## src/hw/rtl/usr_pkg.sv

```systemverilog
// Shared types, constants and register codes for the ultrasonic ranger.
`default_nettype none

package usr_pkg;

    localparam int COUNT_WIDTH_DEFAULT = 14;

    localparam int THRESH_W  = 12;
    localparam int DUTY_W    = 8;
    localparam int PERIOD_W  = 8;
    localparam int MEASURE_W = 14;
    localparam int DIST_W    = 12;

    localparam int CFG_INDEX_W = 3;
    localparam int CFG_DATA_W  = 14;

    localparam logic [CFG_INDEX_W-1:0] REG_NEAR_THRESHOLD = 3'd0;
    localparam logic [CFG_INDEX_W-1:0] REG_NEAR_DUTY      = 3'd1;
    localparam logic [CFG_INDEX_W-1:0] REG_FAR_DUTY       = 3'd2;
    localparam logic [CFG_INDEX_W-1:0] REG_PWM_PERIOD     = 3'd3;
    localparam logic [CFG_INDEX_W-1:0] REG_MEASURE_PERIOD = 3'd4;

    localparam logic [THRESH_W-1:0]  NEAR_THRESHOLD_RESET = 12'd5;
    localparam logic [DUTY_W-1:0]    NEAR_DUTY_RESET      = 8'd6;
    localparam logic [DUTY_W-1:0]    FAR_DUTY_RESET       = 8'd24;
    localparam logic [PERIOD_W-1:0]  PWM_PERIOD_RESET     = 8'd200;
    localparam logic [MEASURE_W-1:0] MEASURE_PERIOD_RESET = 14'd10000;

    // distance = floor(count * 17 / 100), done as count * 17 * ceil(2^26 / 100) >> 26;
    // exact for every count below the saturation point
    localparam int                DIST_MUL_OP_W  = 15;
    localparam logic [DIST_MUL_OP_W-1:0] DIST_SAT_COUNT = 15'd24095;
    localparam int                DIST_MUL_W     = 24;
    localparam logic [DIST_MUL_W-1:0] DIST_MUL   = 24'd11408513;
    localparam int                DIST_SHIFT     = 26;
    localparam int                DIST_PROD_W    = DIST_MUL_OP_W + DIST_MUL_W;

    typedef struct packed {
        logic [MEASURE_W-1:0] measure_period;
        logic [PERIOD_W-1:0]  pwm_period;
        logic [DUTY_W-1:0]    far_duty;
        logic [DUTY_W-1:0]    near_duty;
        logic [THRESH_W-1:0]  near_threshold;
    } cfg_t;

    typedef struct packed {
        logic echo_level;
        logic coarse_tick;
        logic fine_tick;
    } item_t;

    typedef struct packed {
        logic [DIST_W-1:0] distance_cm;
        logic              distance_valid;
        logic              pwm_out;
        logic              trigger_out;
    } result_t;

endpackage

`default_nettype wire

```

## src/hw/rtl/usr_cfg_regs.sv

```systemverilog
// Configuration register file of the ultrasonic ranger.
`default_nettype none

module usr_cfg_regs
    import usr_pkg::*;
(
    input  wire logic                   clk,
    input  wire logic                   rst_n,
    input  wire logic                   wr_en,
    input  wire logic [CFG_INDEX_W-1:0] wr_index,
    input  wire logic [CFG_DATA_W-1:0]  wr_data,
    output cfg_t                        cfg
);

    cfg_t cfg_reg;
    cfg_t cfg_next;

    always_comb
    begin
        cfg_next = cfg_reg;
        if (wr_en)
        begin
            unique case (wr_index)
                REG_NEAR_THRESHOLD: cfg_next.near_threshold = wr_data[THRESH_W-1:0];
                REG_NEAR_DUTY:      cfg_next.near_duty      = wr_data[DUTY_W-1:0];
                REG_FAR_DUTY:       cfg_next.far_duty       = wr_data[DUTY_W-1:0];
                REG_PWM_PERIOD:     cfg_next.pwm_period     = wr_data[PERIOD_W-1:0];
                REG_MEASURE_PERIOD: cfg_next.measure_period = wr_data[MEASURE_W-1:0];
                default:            cfg_next = cfg_reg;
            endcase
        end
    end

    always_ff @(posedge clk or negedge rst_n)
    begin
        if (!rst_n)
        begin
            cfg_reg.near_threshold <= NEAR_THRESHOLD_RESET;
            cfg_reg.near_duty      <= NEAR_DUTY_RESET;
            cfg_reg.far_duty       <= FAR_DUTY_RESET;
            cfg_reg.pwm_period     <= PWM_PERIOD_RESET;
            cfg_reg.measure_period <= MEASURE_PERIOD_RESET;
        end
        else
        begin
            cfg_reg <= cfg_next;
        end
    end

    assign cfg = cfg_reg;

endmodule

`default_nettype wire

```

## src/hw/rtl/usr_core.sv

```systemverilog
// Measurement, distance and PWM state with the per-tick update logic.
`default_nettype none

module usr_core
    import usr_pkg::*;
#(
    parameter int COUNT_WIDTH = COUNT_WIDTH_DEFAULT
)
(
    input  wire logic  clk,
    input  wire logic  rst_n,
    input  wire logic  advance,
    input  wire item_t item,
    input  wire cfg_t  cfg,
    output result_t    result
);

    localparam int CMP_W  = (COUNT_WIDTH > MEASURE_W) ? COUNT_WIDTH : MEASURE_W;
    localparam int DCMP_W = (COUNT_WIDTH > DIST_MUL_OP_W) ? COUNT_WIDTH : DIST_MUL_OP_W;
    localparam logic [COUNT_WIDTH-1:0] COUNT_MAX = '1;
    localparam logic [COUNT_WIDTH-1:0] COUNT_ONE = COUNT_WIDTH'(1);
    localparam logic [COUNT_WIDTH-1:0] COUNT_TWO = COUNT_WIDTH'(2);

    logic [COUNT_WIDTH-1:0] period_count_reg, period_count_next;
    logic [COUNT_WIDTH-1:0] echo_count_reg, echo_count_next;
    logic                   trigger_level_reg, trigger_level_next;
    logic                   reported_reg, reported_next;
    logic [PERIOD_W-1:0]    pwm_count_reg, pwm_count_next;
    logic                   pwm_level_reg, pwm_level_next;
    logic [DUTY_W-1:0]      current_duty_reg, current_duty_next;
    logic [DIST_W-1:0]      last_distance_reg, last_distance_next;

    logic [COUNT_WIDTH-1:0]   period_inc;
    logic [DIST_PROD_W-1:0]   dist_prod;
    logic [DIST_W-1:0]        dist_value;
    logic                     report;
    logic [PERIOD_W:0]        pwm_inc;

    always_comb
    begin
        period_count_next  = period_count_reg;
        echo_count_next    = echo_count_reg;
        trigger_level_next = trigger_level_reg;
        reported_next      = reported_reg;
        period_inc         = period_count_reg + COUNT_ONE;

        if (item.fine_tick)
        begin
            period_count_next = period_inc;
            if (period_inc == COUNT_ONE)
            begin
                trigger_level_next = 1'b1;
            end
            else if (period_inc == COUNT_TWO)
            begin
                trigger_level_next = 1'b0;
            end
            if (item.echo_level && (echo_count_reg != COUNT_MAX))
            begin
                echo_count_next = echo_count_reg + COUNT_ONE;
            end
            // restart the measurement period
            if (CMP_W'(period_inc) >= CMP_W'(cfg.measure_period))
            begin
                period_count_next = '0;
                echo_count_next   = '0;
                reported_next     = 1'b0;
            end
        end
    end

    // saturate at the top of the distance range, else scale by 0.17
    assign dist_prod = DIST_PROD_W'(DIST_MUL_OP_W'(echo_count_next))
                     * DIST_PROD_W'(DIST_MUL);

    always_comb
    begin
        if (DCMP_W'(echo_count_next) >= DCMP_W'(DIST_SAT_COUNT))
        begin
            dist_value = '1;
        end
        else
        begin
            dist_value = dist_prod[DIST_SHIFT +: DIST_W];
        end
    end

    assign report = !item.echo_level && (echo_count_next != '0) && !reported_next;

    always_comb
    begin
        last_distance_next = last_distance_reg;
        current_duty_next  = current_duty_reg;
        if (report)
        begin
            last_distance_next = dist_value;
            current_duty_next  = (dist_value < cfg.near_threshold) ? cfg.near_duty
                                                                   : cfg.far_duty;
        end
    end

    always_comb
    begin
        pwm_count_next = pwm_count_reg;
        pwm_level_next = pwm_level_reg;
        pwm_inc        = {1'b0, pwm_count_reg} + (PERIOD_W+1)'(1);
        if (item.coarse_tick)
        begin
            priority if (pwm_inc <= {1'b0, current_duty_next})
            begin
                pwm_level_next = 1'b1;
                pwm_count_next = pwm_inc[PERIOD_W-1:0];
            end
            else if (pwm_inc < {1'b0, cfg.pwm_period})
            begin
                pwm_level_next = 1'b0;
                pwm_count_next = pwm_inc[PERIOD_W-1:0];
            end
            else
            begin
                pwm_count_next = '0;
            end
        end
    end

    always_ff @(posedge clk or negedge rst_n)
    begin
        if (!rst_n)
        begin
            period_count_reg  <= '0;
            echo_count_reg    <= '0;
            trigger_level_reg <= 1'b0;
            reported_reg      <= 1'b0;
            pwm_count_reg     <= '0;
            pwm_level_reg     <= 1'b0;
            current_duty_reg  <= FAR_DUTY_RESET;
            last_distance_reg <= '0;
        end
        else if (advance)
        begin
            period_count_reg  <= period_count_next;
            echo_count_reg    <= echo_count_next;
            trigger_level_reg <= trigger_level_next;
            reported_reg      <= report ? 1'b1 : reported_next;
            pwm_count_reg     <= pwm_count_next;
            pwm_level_reg     <= pwm_level_next;
            current_duty_reg  <= current_duty_next;
            last_distance_reg <= last_distance_next;
        end
    end

    assign result.trigger_out    = trigger_level_next;
    assign result.pwm_out        = pwm_level_next;
    assign result.distance_valid = report;
    assign result.distance_cm    = last_distance_next;

endmodule

`default_nettype wire

```

## src/hw/rtl/ultrasonic_ranger_with_pwm_drive_unit.sv

```systemverilog
// Ultrasonic ranger with trigger generation, distance report and servo PWM.
//
// One tick request enters on the s_ stream each cycle unless the stream is
// stalled: fine tick, coarse tick and the sampled echo level. Each request
// gives exactly one result on the m_ stream: trigger level, PWM level, a
// distance-valid flag and the distance. A request is held in the input
// register; when it advances it updates the counters and lands in the output
// register, so throughput is 1 request per cycle while the receiver keeps up.
// When the receiver stalls, the result holds in the output register and one
// more request is taken into the input register; s_tready then drops until
// m_tready returns. Nothing is lost or repeated.
// Configuration writes on the cfg_ channel are always taken (cfg_ready high);
// write only while no request is in flight. An unknown index is ignored.
// Reset clears all counters and levels, loads the register defaults and the
// far duty as current duty; both stream stages come up empty.
`default_nettype none

module ultrasonic_ranger_with_pwm_drive_unit
    import usr_pkg::*;
#(
    parameter int COUNT_WIDTH = COUNT_WIDTH_DEFAULT
)
(
    input  wire logic                   clk,
    input  wire logic                   rst_n,
    input  wire logic                   s_tvalid,
    output logic                        s_tready,
    // [0] fine_tick, [1] coarse_tick, [2] echo_level, [7:3] zero
    input  wire logic [7:0]             s_tdata,
    output logic                        m_tvalid,
    input  wire logic                   m_tready,
    // [0] trigger_out, [1] pwm_out, [2] distance_valid, [14:3] distance_cm, [15] zero
    output logic [15:0]                 m_tdata,
    input  wire logic                   cfg_valid,
    output logic                        cfg_ready,
    input  wire logic [CFG_INDEX_W-1:0] cfg_index,
    input  wire logic [CFG_DATA_W-1:0]  cfg_data
);

    logic    in_valid_reg, in_valid_next;
    item_t   in_item_reg;
    logic    out_valid_reg, out_valid_next;
    result_t out_data_reg;
    logic    advance;
    logic    in_accept;
    cfg_t    cfg;
    result_t result;

    assign cfg_ready = 1'b1;
    assign advance   = in_valid_reg && (!out_valid_reg || m_tready);
    assign s_tready  = !in_valid_reg || advance;
    assign in_accept = s_tvalid && s_tready;

    usr_cfg_regs u_cfg_regs (
        .clk      (clk),
        .rst_n    (rst_n),
        .wr_en    (cfg_valid && cfg_ready),
        .wr_index (cfg_index),
        .wr_data  (cfg_data),
        .cfg      (cfg)
    );

    usr_core #(
        .COUNT_WIDTH (COUNT_WIDTH)
    ) u_core (
        .clk     (clk),
        .rst_n   (rst_n),
        .advance (advance),
        .item    (in_item_reg),
        .cfg     (cfg),
        .result  (result)
    );

    always_comb
    begin
        in_valid_next = in_valid_reg;
        if (in_accept)
        begin
            in_valid_next = 1'b1;
        end
        else if (advance)
        begin
            in_valid_next = 1'b0;
        end

        out_valid_next = out_valid_reg;
        if (advance)
        begin
            out_valid_next = 1'b1;
        end
        else if (m_tready)
        begin
            out_valid_next = 1'b0;
        end
    end

    always_ff @(posedge clk or negedge rst_n)
    begin
        if (!rst_n)
        begin
            in_valid_reg  <= 1'b0;
            out_valid_reg <= 1'b0;
        end
        else
        begin
            in_valid_reg  <= in_valid_next;
            out_valid_reg <= out_valid_next;
        end
    end

    always_ff @(posedge clk)
    begin
        if (in_accept)
        begin
            in_item_reg <= s_tdata[2:0];
        end
        if (advance)
        begin
            out_data_reg <= result;
        end
    end

    assign m_tvalid = out_valid_reg;
    assign m_tdata  = {1'b0, out_data_reg};

`ifndef NO_ASSERTIONS
    // input stalls only when both stages hold a request
    a_stall_full: assert property (@(posedge clk) disable iff (!rst_n)
        !s_tready |-> (in_valid_reg && out_valid_reg && !m_tready))
        else $error("s_tready low with a free stage");

    // a request moved forward shows up on the output next cycle
    a_advance_out: assert property (@(posedge clk) disable iff (!rst_n)
        advance |=> m_tvalid)
        else $error("advanced request missing at output");

    // a held request stays in the input register
    a_hold_input: assert property (@(posedge clk) disable iff (!rst_n)
        (in_valid_reg && !advance) |=> (in_valid_reg && $stable(in_item_reg)))
        else $error("pending request dropped or changed");
`endif

endmodule

`default_nettype wire

```

## config.mk

```make
export PLATFORM = sky130hd
export DESIGN_NAME = ultrasonic_ranger_with_pwm_drive_unit
export DESIGN_NICKNAME = d
export VERILOG_FILES = /design/src/hw/rtl/usr_pkg.sv /design/src/hw/rtl/usr_cfg_regs.sv /design/src/hw/rtl/usr_core.sv /design/src/hw/rtl/ultrasonic_ranger_with_pwm_drive_unit.sv
export SDC_FILE = /design/constraint.sdc
export NUM_CORES = 1
export LEC_CHECK = 0
export ABC_AREA = 1
export BUFFER_PORTS_ARGS = -buffer_cell sky130_fd_sc_hd__buf_4
export CORE_MARGIN = 2
export CORE_UTILIZATION = 38
export CTS_CLUSTER_SIZE = 20
export DETAILED_ROUTE_END_ITERATION = 10
export PLACE_DENSITY_LB_ADDON = 0.12
export RECOVER_POWER = 50
export SYNTH_ARGS = -nofsm -noshare
export SYNTH_HDL_FRONTEND = slang
export SYNTH_SLANG_ARGS = --single-unit
```

## constraint.sdc

```tcl
create_clock -name clk -period 12.2 [get_ports clk]
set_clock_uncertainty 0.1 [all_clocks]
set_input_delay 2.44 -clock clk [delete_from_list [all_inputs] [get_ports clk]]
set_output_delay 2.44 -clock clk [all_outputs]
set_load 0.05 [all_outputs]
```

* After elaboration in Yosys (flattened, before gate mapping) *
Index checks and enable logic that the tools add are counted.

word-level totals
  register bits = 129
  word-level logic and storage cells = 83

operators by class
  add/subtract/negate cells = 3
  multipliers = 1
  $lt $le $gt $ge = 5
  equality and inequality tests = 7
  muxes and demuxes = 23
  reductions and logical operators = 22

operators by type and width
  operator                number
  $mux 14                 4
  $mul 14x24->38 const B  1
  $mux 8                  4
  $add 14x1->14 const B   2
  $mux 12                 2
  $ge 14x15->1 const B    1
  $eq 14x1->1 const B     1
  $eq 14x2->1 const B     1
  $ge 14x14->1            1
  $ne 14x14->1 const B    1
  $reduce_and 2->1        7
  $reduce_bool 14->1      1
  $mux 1                  13
  $lt 12x12->1            1
  $add 8x1->9 const B     1
  $le 9x8->1              1
  $lt 9x8->1              1
  $eq 3x2->1 const B      2
  $logic_and 1x1->1       5
  $logic_not 1->1         4
  $reduce_bool 2->1       2
  $eq 3x1->1 const B      1
  $eq 3x3->1 const B      1
  $logic_not 3->1         1
  $logic_or 1x1->1        2

* Longest topological paths before layout *
  depth after elaboration = 13
  mapped depth = 63

* Hierarchy *
Synthesis repeated with hierarchy kept, for this count alone.

second synthesis, totals
  cell total of the unflattened synthesis = 1,437
  area, all modules = 11,735.0 um2

by module, submodules not included
  module                                 times used  cells an instance  area an instance (um2)
  usr_core                               1           1,176              9,036.2
  usr_cfg_regs                           1           227                2,040.7
  ultrasonic_ranger_with_pwm_drive_unit  1           34                 658.1

* Worst setup path before layout *
Ideal clock, no wire load.

  path kind = register to register
  from = register u_core.period_count_reg[0]
  to = register u_core.pwm_count_reg[0]
  library setup time = 83 ps
  data arrival time = 9,914 ps
  path slack = 2,104 ps
  stages on the path, launching flop included = 63
  path buffers = 2
  path through = dfrtp_1 -> ha_1 -> nand2_1 -> nor2_1 -> nand3_1 -> nor2_1 -> nand3_1 -> nor3_1 -> xor2_1 -> inv_1 -> ha_1 -> nand2_1 -> inv_1 -> nand2_1 -> nand3_1 -> nor2_1 -> nand2_2 -> nand2_2 -> [27 not listed] -> a211oi_1 -> o221a_2 -> buf_1 -> nand3_1 -> nand3_1 -> nand2_1 -> ha_1 -> nand2_1 -> nor2_1 -> a211oi_1 -> nor2_1 -> o21ai_0 -> nand2_1 -> a21oi_1 -> o21ai_0 -> nand2_1 -> nand3_1 -> o21ai_0

on the way
  longest elaborated chain between the ends = 11
  elaborated cells on any way between the ends = 18
  those cells by class = 1 x add/sub; 1 x mul; 4 x order compare; 8 x mux; 4 x reduce/logical

RTL lines
  element                                                line                            text
  start, declared                                        usr_core.sv:24                  logic [COUNT_WIDTH-1:0] period_count_reg, period_count_next;
  start signal, assigned                                 usr_core.sv:141                 period_count_reg <= period_count_next;
  $add 14x1->14 (*)                                      usr_core.sv:45                  period_inc = period_count_reg + COUNT_ONE;
  $ge 14x14->1 (*)                                       usr_core.sv:63                  if (CMP_W'(period_inc) >= CMP_W'(cfg.measure_period))
  $mux 14                                                usr_core.sv:63
  $mux 14                                                usr_core.sv:47                  if (item.fine_tick)
  $mul 14x24->38 / $ge 14x15->1 (equally long branches)  usr_core.sv:74, usr_core.sv:78
  $mux 12                                                usr_core.sv:78                  if (DCMP_W'(echo_count_next) >= DCMP_W'(DIST_SAT_COUNT))
  $lt 12x12->1                                           usr_core.sv:97                  current_duty_next = (dist_value < cfg.near_threshold) ? cfg.near_duty
  $mux 8                                                 usr_core.sv:97
  $mux 8 (*)                                             usr_core.sv:94                  if (report)
  $le 9x8->1 (*)                                         usr_core.sv:109                 priority if (pwm_inc <= {1'b0, current_duty_next})
  $mux 8 (*)                                             usr_core.sv:109
  end signal, assigned                                   usr_core.sv:145                 pwm_count_reg <= pwm_count_next;
  end, declared                                          usr_core.sv:28                  logic [PERIOD_W-1:0] pwm_count_reg, pwm_count_next;

Every way passes the cells marked *; elsewhere a longest branch is shown, timed or not.
A chain may end at the register's enable or synchronous reset.

==> metrics.txt <==
Total Wirelength=26900 um; layout cells sized above 1=0.0835; DP Area=12000 um^2; Die Width=176 um; vias per cell=4.82; Initial Util=0.389; Post-Place Setup Slack=741 ps; Main synth FF type=dfrtp_1; setup violators final=0; R2R setup slack=1060 ps; crit path buf inv count=7; register area share after synthesis=0.297; final hold viol count=0; fmax=0.0898 GHz; Synth area leader=dfrtp_1; Post-synth top cells=nand2_1, inv_1, ha_1; CTS clk-pin slew, worst paths=70 ps; Core Area=28900 um^2; clk buf depth=2; top-area cell type share of the netlist area=0.211; NumNets Final=1648; Reg2Reg Depth=55; max reg flops=50; I/O pin total=49; Area growth syn-to-layout=11.4%; Net Count, Synth=1603; die height=176 um; Final period util=0.913; Antenna Cells=0; worst-margin pin slew=3600 ps; CP endpoint kind=flop; Wirelength per Cell=15.1 um; Row Count=62; Finished Layout Cells=1774; Startpoint Class=flop; antenna violations before repair=0; CTS tree=yes; asr flop ratio synth=0.860; failing checks=capacitance limit, slew limit; WHS=367 ps; Power Dens Cells=205 nW/um^2; Antenna Nets Post-Route=0; Crit Reg-Reg Startpoint=u_core.period_count_reg[0]$_DFFE_PN0P_; worst hold start=u_core.current_duty_reg[3]$_DFFE_PN1P_; total track usage=0.187; via count=8553; setup ws final=1060 ps; worst min path class=flop to flop; Port Buffer Count=41; H-tree Lvls=4; Final Slew Violations=160; Starting DRT DRC Count=427; largest net degree at the start of global routing=59; number of buffers created by CTS=17; Crit path required time=12450 ps; Post-synth EDFFs=18; Tmin final=11140 ps; CP max stage delay=560 ps; FILL cells=2992; critical path type=flop to flop; grt ovf=0; Worst-Skew Late Latency=430 ps; Finished Cell Area=12500 um^2; global-route wire length before repair=45600 um; WP depth=55; most frequent cell after synthesis=nand2_1; top cells by area, synth=dfrtp_1, ha_1, fa_1, nand2_1, inv_1; Sink Count=129; Yosys reg bits=129; Critical R2R Capture=u_core.pwm_level_reg$_DFFE_PN0P_; Design Power=2.57 mW; RSZ-0062 raised after global routing=false; YS warnings=0; root buf cell=clkbuf_16; Post-Synthesis Cells=1332; Die ar.=31000 um^2; Crit path max-delay family=adder cells; hold_buf cts=0; placed wire-length estimate=21000 um; Max Cap Violations=3; setup tns final=0 ps; vias in the first global route=8928; WHS Path Cells=2; dpl cells=1740; slowest stage cell on the critical path=fa_1; worst-path maximum fanout=12; number of remaining DRC errors=0; Syn Area/Cell=8.44 um^2; gpl congestion=0.853; outcome=complete, but fails checks; synthesized cell area=11200 um^2; worst hold endpoint=u_core.current_duty_reg[3]$_DFFE_PN1P_; Final Util=0.433; Critical Path AT=11390 ps; drt first pass iters=5; Peak supply drop=96.7 uV; Pleak=6.87 nW; Crit path top cell by count=nand2_1; max_slew headroom=-1.40; count of different cell masters after synthesis=52
==> repair_timing <==
item                       in CTS  in global routing
gates resized for setup         0                 10
setup endpoints to repair       0                 10
setup buffers                   0                  1
==> cell usage in the layout, fill, tap and decap left out, types with 3 or more instances in the layout <==
master     netlist  routed
fa_1            63      63
inv_6            0       6
ha_1           178     178
o21ai_1          5       5
clkbuf_1        14      21
o21a_1           3       3
clkbuf_16        0      17
nor4_1           7       6
nand3_2          3       3
buf_4            4      25
a21oi_1         36      36
or2_1            7       7
nand2_2          5       6
dfstp_2         16      16
nor3_1          11      11
dfrtp_1         95      95
o21ai_0         97      96
o22ai_1         11      11
a21o_1           7       7
nand2_1        279     278
inv_2            6       8
nand3_1         74      74
inv_1          245     243
nor2_1          53      53
o21bai_1         5       5
o211ai_1         3       3
clkbuf_4         0       5
edfxtp_1        18      18
a31oi_1         11      11
and2_1           3       3
nand4_1         13      13
xor2_1          22      21
a211oi_1         6       5
==> worst max path at each step <==
| stage | slack, ps | endpoint | startpoint |
|---|---|---|---|
| after floorplan | 2100 | u_core.pwm_count_reg[0]$_DFFE_PN0P_ | u_core.period_count_reg[0]$_DFFE_PN0P_ |
| after global placement | 800 | u_core.pwm_count_reg[1]$_DFFE_PN0P_ | u_core.period_count_reg[0]$_DFFE_PN0P_ |
| after detailed placement | 740 | u_core.pwm_count_reg[3]$_DFFE_PN0P_ | u_core.period_count_reg[0]$_DFFE_PN0P_ |
| after CTS | 650 | u_core.pwm_count_reg[3]$_DFFE_PN0P_ | u_core.period_count_reg[0]$_DFFE_PN0P_ |
| after global routing | 30 | u_core.pwm_count_reg[6]$_DFFE_PN0P_ | u_core.period_count_reg[0]$_DFFE_PN0P_ |
| final | 1060 | u_core.pwm_level_reg$_DFFE_PN0P_ | u_core.period_count_reg[0]$_DFFE_PN0P_ |
==> routing by layer <==
| metal | wire length [um] | track usage |
|---|---|---|
| met1 | 12700 | 0.241 |
| met2 | 13200 | 0.331 |
| met3 | 562 | 0.0265 |
| met4 | 417 | 0.0461 |
| met5 | 0 | 0 |
==> layout make-up <==
cell class | count | area [um^2] | area share
clock buffer | 20 | 457 | 0.0364
inverter | 252 | 948 | 0.0757
tap | 384 | 480 | 0.0383
timing repair buffer | 50 | 300 | 0.0240
sequential | 129 | 3340 | 0.266
clock inverter | 12 | 121 | 0.00968
multi-input combinational | 927 | 6890 | 0.550
==> cell families after synthesis <==
kind of cell,synth area share
flops,0.297
fa+ha+maj,0.310
buf+inv,0.0954
xor+xnor,0.0179
simple gates,0.183
other cells,0.000668
compound gates,0.0963
==> worst register-to-register path, delay by kind of cell, from the launching register on <==
| kind | cells | cell delay, ps |
|---|---|---|
| AND/OR/NAND/NOR | 28 | 3780 |
| buffers and inverters | 7 | 740 |
| flip-flops | 1 | 410 |
| adder cells (fa/ha/maj) | 11 | 4190 |
| XOR/XNOR | 1 | 250 |
| AO/OA/AOI/OAI | 8 | 1580 |
==> where the power goes <==
group          switching [mW]  leakage, nW  internal (mW)
logic                   0.886         5.03          0.514
registers              0.0737         1.55          0.571
clock network           0.225        0.288          0.297
No activity file was read; power rests on OpenSTA's default activity.
